**config.mk**
```make
export PLATFORM = sky130hd
export DESIGN_NAME = cubemap_direction_to_texel
export DESIGN_NICKNAME = d
export VERILOG_FILES = /design/src/hw/rtl/cdt_pkg.sv /design/src/hw/rtl/cubemap_direction_to_texel.sv /design/src/hw/rtl/cdt_face_select.sv /design/src/hw/rtl/cdt_scale.sv /design/src/hw/rtl/cdt_div_pipe.sv /design/src/hw/rtl/cdt_addr.sv
export VERILOG_INCLUDE_DIRS = /design/src /design/src/hw/rtl
export SDC_FILE = /design/constraint.sdc
export NUM_CORES = 2
export LEC_CHECK = 0
export BUFFER_PORTS_ARGS = -buffer_cell sky130_fd_sc_hd__buf_2
export CELL_PAD_IN_SITES_DETAIL_PLACEMENT = 1
export CELL_PAD_IN_SITES_GLOBAL_PLACEMENT = 2
export CORE_MARGIN = 2
export CORE_UTILIZATION = 37
export DETAILED_ROUTE_END_ITERATION = 8
export GPL_ROUTABILITY_DRIVEN = 0
export PLACE_DENSITY_LB_ADDON = 0.1
export SLEW_MARGIN = 5
export SYNTH_ARGS = -nofsm -noshare
export SYNTH_HDL_FRONTEND = slang
export SYNTH_SLANG_ARGS = --single-unit
```
**constraint.sdc**
```tcl
create_clock -name clk -period 7.5 [get_ports clk]
set_input_delay 1.125 -clock clk [delete_from_list [all_inputs] [get_ports clk]]
set_output_delay 1.125 -clock clk [all_outputs]
set_load 0.05 [all_outputs]
```
**src/hw/rtl/cubemap_direction_to_texel_assert.svh**
```systemverilog
// assertion macros shared by the cubemap texel addressing rtl
`ifndef CUBEMAP_DIRECTION_TO_TEXEL_ASSERT_SVH
`define CUBEMAP_DIRECTION_TO_TEXEL_ASSERT_SVH

// same-cycle implication, disabled while reset is low
`define CDT_ASSERT_IMP(label, clk, rst_n, ante, cons) \
    label: assert property (@(posedge clk) disable iff (!(rst_n)) (ante) |-> (cons)) \
        else $error("cubemap texel check failed");

// implication after a fixed number of cycles
`define CDT_ASSERT_LAT(label, clk, rst_n, ante, lat, cons) \
    label: assert property (@(posedge clk) disable iff (!(rst_n)) (ante) |-> ##(lat) (cons)) \
        else $error("cubemap texel latency check failed");

`endif

```
**src/hw/rtl/cdt_pkg.sv**
```systemverilog
// shared types and constants for the cubemap texel addressing pipeline
package cdt_pkg;

    localparam int COMP_W        = 16;   // direction component width
    localparam int MAG_W         = 16;   // magnitude of a component, up to 32768
    localparam int SGN_W         = 17;   // signed projected minor value
    localparam int ACC_W         = 17;   // m + n, 0..2m
    localparam int EDGE_W        = 13;   // configured face edge
    localparam int COORD_W       = 12;   // texel column / row
    localparam int IDX_W         = 24;   // linear texel index
    localparam int NUM_W         = 28;   // dividend (m+n)(E-1)+m
    localparam int DEN_W         = 17;   // divisor 2m
    localparam int FACE_W        = 3;
    localparam int CFG_IDX_W     = 1;
    localparam int DIV_STAGES    = COORD_W;
    localparam int LATENCY       = DIV_STAGES + 3;

    localparam logic [EDGE_W-1:0] MAX_FACE_EDGE = EDGE_W'(4096);
    localparam logic [EDGE_W-1:0] EDGE_RESET    = EDGE_W'(64);

    localparam logic [CFG_IDX_W-1:0] CFG_FACE_WIDTH  = 1'd0;
    localparam logic [CFG_IDX_W-1:0] CFG_FACE_HEIGHT = 1'd1;

    localparam logic [FACE_W-1:0] FACE_POS_X = 3'd0;
    localparam logic [FACE_W-1:0] FACE_NEG_X = 3'd1;
    localparam logic [FACE_W-1:0] FACE_POS_Y = 3'd2;
    localparam logic [FACE_W-1:0] FACE_NEG_Y = 3'd3;
    localparam logic [FACE_W-1:0] FACE_POS_Z = 3'd4;
    localparam logic [FACE_W-1:0] FACE_NEG_Z = 3'd5;

    typedef struct packed {
        logic signed [COMP_W-1:0] dir_x;
        logic signed [COMP_W-1:0] dir_y;
        logic signed [COMP_W-1:0] dir_z;
    } dir_t;

    typedef struct packed {
        logic                 valid_res;
        logic [FACE_W-1:0]    face;
        logic [COORD_W-1:0]   texel_col;
        logic [COORD_W-1:0]   texel_row;
        logic [IDX_W-1:0]     texel_index;
    } texel_t;

    // sideband that rides along with each transaction
    typedef struct packed {
        logic              ok;
        logic [FACE_W-1:0] face;
    } tag_t;

    typedef struct packed {
        tag_t              tag;
        logic [MAG_W-1:0]  mag;
        logic [ACC_W-1:0]  a_col;
        logic [ACC_W-1:0]  a_row;
    } sel_t;

    typedef struct packed {
        tag_t              tag;
        logic [NUM_W-1:0]  num_col;
        logic [NUM_W-1:0]  num_row;
        logic [DEN_W-1:0]  den;
    } div_req_t;

    typedef struct packed {
        tag_t               tag;
        logic [COORD_W-1:0] col;
        logic [COORD_W-1:0] row;
    } div_res_t;

endpackage

```
**src/hw/rtl/cubemap_direction_to_texel.sv**
```systemverilog
// top level of the cubemap face selection and nearest texel addressing pipeline
//
// channel   | dir | handshake               | payload
// ----------+-----+-------------------------+----------------------------------
// request   | in  | start, accepted if !busy| dir_x, dir_y, dir_z
// result    | out | done, one-cycle strobe  | valid_res, face, col, row, index
// config    | in  | cfg_we, no wait         | cfg_index, cfg_data
//
// one transaction may enter every cycle; busy stays low
// stages in order: face select, scale multiply, 12 divider stages
// (one quotient bit each), index multiply and the result register
// reset clears the valid bits of every stage and loads both edges with 64
// no stall path: the receiver always takes done, so nothing is held back
`include "cubemap_direction_to_texel_assert.svh"

module cubemap_direction_to_texel (
    input  logic                            clk,
    input  logic                            rst_n,
    input  logic                            start,
    output logic                            busy,
    input  cdt_pkg::dir_t                   request,
    output logic                            done,
    output cdt_pkg::texel_t                 result,
    input  logic                            cfg_we,
    input  logic [cdt_pkg::CFG_IDX_W-1:0]   cfg_index,
    input  logic [cdt_pkg::EDGE_W-1:0]      cfg_data
);

    // configuration registers
    logic [cdt_pkg::EDGE_W-1:0]  face_width_reg, face_width_next;
    logic [cdt_pkg::EDGE_W-1:0]  face_height_reg, face_height_next;

    // saturated edges and derived values
    logic [cdt_pkg::EDGE_W-1:0]  w_eff, h_eff, w_dec, h_dec;
    logic [cdt_pkg::COORD_W-1:0] w_m1, h_m1;
    logic                        cfg_ok;

    // stage links
    logic                        sel_valid, req_valid, res_valid;
    cdt_pkg::sel_t               sel;
    cdt_pkg::div_req_t           req;
    cdt_pkg::div_res_t           res;

    // config must be written only while no transaction is in flight; the block does not enforce it
    always_comb
    begin
        face_width_next  = face_width_reg;
        face_height_next = face_height_reg;
        if (cfg_we)
        begin
            unique case (cfg_index)
                cdt_pkg::CFG_FACE_WIDTH:  face_width_next  = cfg_data;
                cdt_pkg::CFG_FACE_HEIGHT: face_height_next = cfg_data;
                default:                  face_width_next  = face_width_reg;
            endcase
        end
    end

    always_ff @(posedge clk or negedge rst_n)
    begin
        if (!rst_n)
        begin
            face_width_reg  <= cdt_pkg::EDGE_RESET;
            face_height_reg <= cdt_pkg::EDGE_RESET;
        end
        else
        begin
            face_width_reg  <= face_width_next;
            face_height_reg <= face_height_next;
        end
    end

    // edges above the largest face are clamped
    always_comb
    begin
        w_eff  = (face_width_reg  > cdt_pkg::MAX_FACE_EDGE) ? cdt_pkg::MAX_FACE_EDGE
                                                            : face_width_reg;
        h_eff  = (face_height_reg > cdt_pkg::MAX_FACE_EDGE) ? cdt_pkg::MAX_FACE_EDGE
                                                            : face_height_reg;
        w_dec  = w_eff - cdt_pkg::EDGE_W'(1);
        h_dec  = h_eff - cdt_pkg::EDGE_W'(1);
        w_m1   = w_dec[cdt_pkg::COORD_W-1:0];
        h_m1   = h_dec[cdt_pkg::COORD_W-1:0];
        cfg_ok = (w_eff != '0) && (h_eff != '0);
    end

    // fully pipelined, never refuses a transaction
    assign busy = 1'b0;

    cdt_face_select u_select (
        .clk       (clk),
        .rst_n     (rst_n),
        .in_valid  (start && !busy),
        .dir       (request),
        .cfg_ok    (cfg_ok),
        .sel_valid (sel_valid),
        .sel       (sel)
    );

    cdt_scale u_scale (
        .clk       (clk),
        .rst_n     (rst_n),
        .sel_valid (sel_valid),
        .sel       (sel),
        .w_m1      (w_m1),
        .h_m1      (h_m1),
        .req_valid (req_valid),
        .req       (req)
    );

    cdt_div_pipe u_div (
        .clk       (clk),
        .rst_n     (rst_n),
        .req_valid (req_valid),
        .req       (req),
        .res_valid (res_valid),
        .res       (res)
    );

    cdt_addr u_addr (
        .clk       (clk),
        .rst_n     (rst_n),
        .res_valid (res_valid),
        .res       (res),
        .w_eff     (w_eff),
        .done      (done),
        .result    (result)
    );

    // every accepted transaction comes out a fixed time later
    `CDT_ASSERT_LAT(a_latency, clk, rst_n, start && !busy, cdt_pkg::LATENCY, done)
    // a valid column always lies inside the face row
    `CDT_ASSERT_IMP(a_col_range, clk, rst_n, done && result.valid_res,
                    {1'b0, result.texel_col} < w_eff)
    // a valid row always lies inside the face
    `CDT_ASSERT_IMP(a_row_range, clk, rst_n, done && result.valid_res,
                    {1'b0, result.texel_row} < h_eff)
    // an invalid result carries all-zero fields
    `CDT_ASSERT_IMP(a_invalid_zero, clk, rst_n, done && !result.valid_res,
                    result.face == '0 && result.texel_col == '0 &&
                    result.texel_row == '0 && result.texel_index == '0)

endmodule

```
**src/hw/rtl/cdt_face_select.sv**
```systemverilog
// major axis selection and projection onto the chosen face
module cdt_face_select (
    input  logic            clk,
    input  logic            rst_n,
    input  logic            in_valid,
    input  cdt_pkg::dir_t   dir,
    input  logic            cfg_ok,
    output logic            sel_valid,
    output cdt_pkg::sel_t   sel
);

    logic signed [cdt_pkg::SGN_W-1:0] xe, ye, ze;
    logic signed [cdt_pkg::SGN_W-1:0] xn, yn, zn;
    logic [cdt_pkg::SGN_W-1:0]        ax17, ay17, az17;
    logic [cdt_pkg::MAG_W-1:0]        ax, ay, az, m;
    logic signed [cdt_pkg::SGN_W-1:0] u, v;
    logic [cdt_pkg::FACE_W-1:0]       face;
    logic signed [cdt_pkg::ACC_W:0]   sum_col, sum_row;
    logic                             valid_reg;
    cdt_pkg::sel_t                    sel_reg, sel_next;

    always_comb
    begin
        xe = cdt_pkg::SGN_W'(dir.dir_x);
        ye = cdt_pkg::SGN_W'(dir.dir_y);
        ze = cdt_pkg::SGN_W'(dir.dir_z);
        xn = -xe;
        yn = -ye;
        zn = -ze;
        ax17 = dir.dir_x[cdt_pkg::COMP_W-1] ? xn : xe;
        ay17 = dir.dir_y[cdt_pkg::COMP_W-1] ? yn : ye;
        az17 = dir.dir_z[cdt_pkg::COMP_W-1] ? zn : ze;
        ax = ax17[cdt_pkg::MAG_W-1:0];
        ay = ay17[cdt_pkg::MAG_W-1:0];
        az = az17[cdt_pkg::MAG_W-1:0];

        // tie order x, then y, then z; zero counts as positive
        if (ax >= ay && ax >= az)
        begin
            m = ax;
            v = ye;
            if (!dir.dir_x[cdt_pkg::COMP_W-1])
            begin
                face = cdt_pkg::FACE_POS_X;
                u    = zn;
            end
            else
            begin
                face = cdt_pkg::FACE_NEG_X;
                u    = ze;
            end
        end
        else if (ay >= az)
        begin
            m = ay;
            u = xe;
            if (!dir.dir_y[cdt_pkg::COMP_W-1])
            begin
                face = cdt_pkg::FACE_POS_Y;
                v    = zn;
            end
            else
            begin
                face = cdt_pkg::FACE_NEG_Y;
                v    = ze;
            end
        end
        else
        begin
            m = az;
            v = ye;
            if (!dir.dir_z[cdt_pkg::COMP_W-1])
            begin
                face = cdt_pkg::FACE_POS_Z;
                u    = xe;
            end
            else
            begin
                face = cdt_pkg::FACE_NEG_Z;
                u    = xn;
            end
        end

        sum_col = $signed({2'b00, m}) + (cdt_pkg::ACC_W+1)'(u);
        sum_row = $signed({2'b00, m}) - (cdt_pkg::ACC_W+1)'(v);

        sel_next.tag.ok   = cfg_ok && ((ax | ay | az) != '0);
        sel_next.tag.face = face;
        sel_next.mag      = m;
        sel_next.a_col    = sum_col[cdt_pkg::ACC_W-1:0];
        sel_next.a_row    = sum_row[cdt_pkg::ACC_W-1:0];
    end

    always_ff @(posedge clk or negedge rst_n)
    begin
        if (!rst_n)
            valid_reg <= 1'b0;
        else
            valid_reg <= in_valid;
    end

    always_ff @(posedge clk)
    begin
        sel_reg <= sel_next;
    end

    assign sel_valid = valid_reg;
    assign sel       = sel_reg;

endmodule

```
**src/hw/rtl/cdt_scale.sv**
```systemverilog
// scales the projected values by the face edge to form the dividends
module cdt_scale (
    input  logic                         clk,
    input  logic                         rst_n,
    input  logic                         sel_valid,
    input  cdt_pkg::sel_t                sel,
    input  logic [cdt_pkg::COORD_W-1:0]  w_m1,
    input  logic [cdt_pkg::COORD_W-1:0]  h_m1,
    output logic                         req_valid,
    output cdt_pkg::div_req_t            req
);

    logic              valid_reg;
    cdt_pkg::div_req_t req_reg, req_next;

    always_comb
    begin
        req_next.tag     = sel.tag;
        // (m+n)(E-1) + m, always below 2^28
        req_next.num_col = cdt_pkg::NUM_W'(sel.a_col) * cdt_pkg::NUM_W'(w_m1)
                         + cdt_pkg::NUM_W'(sel.mag);
        req_next.num_row = cdt_pkg::NUM_W'(sel.a_row) * cdt_pkg::NUM_W'(h_m1)
                         + cdt_pkg::NUM_W'(sel.mag);
        req_next.den     = {sel.mag, 1'b0};
    end

    always_ff @(posedge clk or negedge rst_n)
    begin
        if (!rst_n)
            valid_reg <= 1'b0;
        else
            valid_reg <= sel_valid;
    end

    always_ff @(posedge clk)
    begin
        req_reg <= req_next;
    end

    assign req_valid = valid_reg;
    assign req       = req_reg;

endmodule

```
**src/hw/rtl/cdt_div_pipe.sv**
```systemverilog
// two-lane restoring divider, one quotient bit per stage
module cdt_div_pipe (
    input  logic                clk,
    input  logic                rst_n,
    input  logic                req_valid,
    input  cdt_pkg::div_req_t   req,
    output logic                res_valid,
    output cdt_pkg::div_res_t   res
);

    localparam int S = cdt_pkg::DIV_STAGES;

    logic                         valid_reg [S];
    cdt_pkg::tag_t                tag_reg   [S];
    logic [cdt_pkg::DEN_W-1:0]    den_reg   [S];
    logic [cdt_pkg::NUM_W-1:0]    rc_reg    [S];
    logic [cdt_pkg::NUM_W-1:0]    rr_reg    [S];
    logic [cdt_pkg::COORD_W-1:0]  qc_reg    [S];
    logic [cdt_pkg::COORD_W-1:0]  qr_reg    [S];

    logic [cdt_pkg::DEN_W-1:0]    den_src   [S];
    logic [cdt_pkg::NUM_W-1:0]    rc_src    [S];
    logic [cdt_pkg::NUM_W-1:0]    rr_src    [S];
    logic [cdt_pkg::COORD_W-1:0]  qc_src    [S];
    logic [cdt_pkg::COORD_W-1:0]  qr_src    [S];
    logic [cdt_pkg::NUM_W-1:0]    rc_next   [S];
    logic [cdt_pkg::NUM_W-1:0]    rr_next   [S];
    logic [cdt_pkg::COORD_W-1:0]  qc_next   [S];
    logic [cdt_pkg::COORD_W-1:0]  qr_next   [S];

    // trial subtract; top bit set means the shifted divisor did not fit
    function automatic logic [cdt_pkg::NUM_W:0] trial(
        input logic [cdt_pkg::NUM_W-1:0] rem,
        input logic [cdt_pkg::DEN_W-1:0] den,
        input int                        sh
    );
        logic [cdt_pkg::NUM_W:0] dsh;
        dsh = (cdt_pkg::NUM_W+1)'(den) << sh;
        return {1'b0, rem} - dsh;
    endfunction

    always_comb
    begin
        den_src[0] = req.den;
        rc_src[0]  = req.num_col;
        rr_src[0]  = req.num_row;
        qc_src[0]  = '0;
        qr_src[0]  = '0;
        for (int s = 1; s < S; s++)
        begin
            den_src[s] = den_reg[s-1];
            rc_src[s]  = rc_reg[s-1];
            rr_src[s]  = rr_reg[s-1];
            qc_src[s]  = qc_reg[s-1];
            qr_src[s]  = qr_reg[s-1];
        end
    end

    always_comb
    begin
        logic [cdt_pkg::NUM_W:0] dc, dr;
        for (int s = 0; s < S; s++)
        begin
            dc = trial(rc_src[s], den_src[s], cdt_pkg::COORD_W - 1 - s);
            dr = trial(rr_src[s], den_src[s], cdt_pkg::COORD_W - 1 - s);
            rc_next[s] = dc[cdt_pkg::NUM_W] ? rc_src[s] : dc[cdt_pkg::NUM_W-1:0];
            rr_next[s] = dr[cdt_pkg::NUM_W] ? rr_src[s] : dr[cdt_pkg::NUM_W-1:0];
            qc_next[s] = qc_src[s];
            qr_next[s] = qr_src[s];
            qc_next[s][cdt_pkg::COORD_W-1-s] = !dc[cdt_pkg::NUM_W];
            qr_next[s][cdt_pkg::COORD_W-1-s] = !dr[cdt_pkg::NUM_W];
        end
    end

    always_ff @(posedge clk or negedge rst_n)
    begin
        if (!rst_n)
        begin
            for (int s = 0; s < S; s++)
                valid_reg[s] <= 1'b0;
        end
        else
        begin
            valid_reg[0] <= req_valid;
            for (int s = 1; s < S; s++)
                valid_reg[s] <= valid_reg[s-1];
        end
    end

    always_ff @(posedge clk)
    begin
        tag_reg[0] <= req.tag;
        for (int s = 1; s < S; s++)
            tag_reg[s] <= tag_reg[s-1];
        for (int s = 0; s < S; s++)
        begin
            den_reg[s] <= den_src[s];
            rc_reg[s]  <= rc_next[s];
            rr_reg[s]  <= rr_next[s];
            qc_reg[s]  <= qc_next[s];
            qr_reg[s]  <= qr_next[s];
        end
    end

    assign res_valid = valid_reg[S-1];
    assign res.tag   = tag_reg[S-1];
    assign res.col   = qc_reg[S-1];
    assign res.row   = qr_reg[S-1];

endmodule

```
**src/hw/rtl/cdt_addr.sv**
```systemverilog
// linear texel index and the result register
module cdt_addr (
    input  logic                         clk,
    input  logic                         rst_n,
    input  logic                         res_valid,
    input  cdt_pkg::div_res_t            res,
    input  logic [cdt_pkg::EDGE_W-1:0]   w_eff,
    output logic                         done,
    output cdt_pkg::texel_t              result
);

    logic            done_reg;
    cdt_pkg::texel_t out_reg, out_next;

    always_comb
    begin
        out_next = '0;
        if (res.tag.ok)
        begin
            out_next.valid_res   = 1'b1;
            out_next.face        = res.tag.face;
            out_next.texel_col   = res.col;
            out_next.texel_row   = res.row;
            out_next.texel_index = cdt_pkg::IDX_W'(res.row) * cdt_pkg::IDX_W'(w_eff)
                                 + cdt_pkg::IDX_W'(res.col);
        end
    end

    always_ff @(posedge clk or negedge rst_n)
    begin
        if (!rst_n)
            done_reg <= 1'b0;
        else
            done_reg <= res_valid;
    end

    always_ff @(posedge clk)
    begin
        out_reg <= out_next;
    end

    assign done   = done_reg;
    assign result = out_reg;

endmodule

```
==> impl_metrics.json <==
{
  "clockRootBuffer": "clkbuf_16",
  "required_ns": 8.20,
  "min-delay-start": "u_div.qr_reg[1][47]",
  "timing.fmax_mhz": 136,
  "netlist_area_um2": 70800,
  "setup_viol": 0,
  "avgRoutedWirePerCell_um": 19.7,
  "synthFlopType": "dfxtp_1",
  "die_area_um2": 195000,
  "ys_seq_elements": 1195,
  "synthCells": 7611,
  "vias": 52900,
  "critPathArrivalTime_ns": 8.05,
  "grt_max_degree": 51,
  "drive_gt1_share_pct": 11.5,
  "cp-start-kind": "flip-flop",
  "end_kind": "flip-flop",
  "path_class": "flip-flop to flip-flop",
  "finClkSkew_ns": 0.0347,
  "cp_max_fo": 7,
  "clk_path_buf_depth": 3,
  "worstSkewPairLatency_ns": 0.79,
  "netlist_top_cells_count": "1154 x dfxtp_1, 906 x inv_1, 765 x nand2_1",
  "yosys.area.top_type": "dfxtp_1",
  "nets": 9260,
  "yosysWarnings": 0,
  "yosys.area.top_type_share_pct": 32.6,
  "drt-initial-drc-count": 1773,
  "finalHoldViolations": 0,
  "cp_slowest_stage_delay_ns": 0.57,
  "synthTopCellsByArea": "dfxtp_1 33%, fa_1 13%, ha_1 12%, inv_1 4.8%, nand2_1 4.1%",
  "ys_types": 83,
  "drc": 0,
  "synthesis.nets": 8844,
  "antenna_left": 0,
  "gr-usage-all-layers_pct": 21.6,
  "drv_cap": 0,
  "min_path_type": "flip-flop to flip-flop",
  "synth.most_common_cell": "dfxtp_1",
  "die_y_um": 442,
  "slowest_stage": "fa_1",
  "port_buffers": 118,
  "io_pins": 120,
  "area_growth_pct": 15.5,
  "avgViaCountPerCell": 4.97,
  "timing.rr.start": "face_width_reg[4]",
  "cp_common_cell": "fa_1",
  "slew_headroom_pct": 17.4,
  "worstMarginPinSlew_ns": 1.23,
  "gr-total-overflow": 0,
  "numCtsBuffers": 137,
  "grt_pass1_wl_mm": 327,
  "layout_min_cycle_time_ns": 7.35,
  "antenna_found_initial": 6,
  "finalCritPeriodShare_pct": 97.9,
  "die-width_um": 442,
  "whs_ns": 0.315,
  "num_rows": 160,
  "cts_tree": "built",
  "cts_hold_buf": 0,
  "grt_pass1_vias": 57600,
  "rsz0062_at_grt": "yes",
  "start_util_pct": 37.3,
  "hpwl_mm": 175,
  "synth.avg_cell_area_um2": 9.31,
  "ys_async_sr_fraction_pct": 3.43,
  "slew_viol_final": 0,
  "status": "complete, no violations",
  "yosysSeqAreaShare_pct": 34.1,
  "cts_sinks": 1195,
  "clkSlewWorstSetupHoldPaths_ns": 0.06,
  "cp-startpoint": "face_width_reg[4]",
  "core_area_um2": 190000,
  "htreeDepth": 4,
  "wl_mm": 209,
  "synth_edf_count": 0,
  "drt_first_pass_iters": 5
}
==> worst max-delay path, delay by kind of cell (launching register included) <==
family          cells  cell delay, ns
compound gates      5            1.14
xor+xnor            2            0.40
fa+ha+maj           6            2.75
buf+inv             5            0.53
flops               1            0.39
simple gates        9            2.08
==> layout by cell type (no fill, tap or decap), types with 35 or more instances in the layout <==
master	Yosys	layout
nor2b_1	95	95
buf_4	1	327
or3_1	54	53
fa_1	472	464
mux2_2	88	88
nand4_1	35	35
ha_1	695	686
o21ai_0	361	349
nor2_1	449	447
nor4_1	42	40
o21a_1	75	75
a21o_1	115	115
dfrtp_1	39	39
a21oi_1	432	414
clkbuf_16	0	141
nand2b_1	147	146
dfxtp_1	1154	1154
o31ai_1	58	57
inv_1	906	896
and2_1	247	245
nor3_1	157	152
xor2_1	240	239
nand2_1	765	754
buf_2	4	118
nand3_1	72	71
xnor2_1	268	264
==> logic make-up after synthesis <==
| family | synth area share [%] |
|---|---|
| AOI/OAI and AO/OA | 11.7 |
| xor gates and xnor gates | 6.33 |
| adders and majority gates | 25.6 |
| buffers and inverters | 5.84 |
| DFF | 34.1 |
| muxes | 1.71 |
| other | 0.00529 |
| and+or+nand+nor | 14.7 |
==> path summary, 6_finish.rpt <==
check / to / slack (ns) / depth (start not counted)
setup / recovery: u_scale.req[69] / 0.15 / 27
hold / removal: u_div.qr_reg[2][11] / 0.31 / 0
setup reg to reg: u_scale.req[69] / 0.15 / 27
hold reg to reg: u_div.qr_reg[2][11] / 0.31 / 0
max in group asynchronous: face_width_reg[3] / 6.40 / 1
min in group asynchronous: u_scale.req_valid / 0.50 / 1
==> stage by stage <==
step                util [%]  setup slack [ns]  instance area [um^2]  std cells  setup TNS (ns)
finish                  43.0             0.155                 81800      10700               0
global route            43.0            -0.224                 81800      10600           -1.15
CTS                     42.7          0.000487                 81200      10600               0
detailed placement      40.2            -0.713                 76500      10400           -6.84
global placement        40.2            -0.546                 76500      10400           -3.45
floorplan                  -           0.00224                 70900       7611               0
==> cell type report <==
class	instances	area, um^2
Fill cell	21700	108000
Multi-Input combinational cell	5316	43200
Sequential cell	1195	24100
Clock buffer	186	3980
Inverter	912	3420
Timing Repair Buffer	465	3340
Tap cell	2511	3140
Clock inverter	60	638
Antenna cell	5	12.5
==> per-layer routing <==
metal	up-vias	GRT usage [%]	routed length [um]
met5	-	0	0
met4	0	6.98	6470
met3	282	2.72	6110
met2	610	39.5	106000
met1	26100	26.1	90400
li1	25900	-	-
==> what timing repair did <==
item,CTS,global route
pin swaps,5,80
resized for setup,14,118
setup buffers,3,15
endpoints found under the hold margin,0,0
setup endpoints to repair,6,28
Power is left out: the tool's default activity adds up to more than one toggle a clock period on the data nets, which glitch-free logic cannot reach.
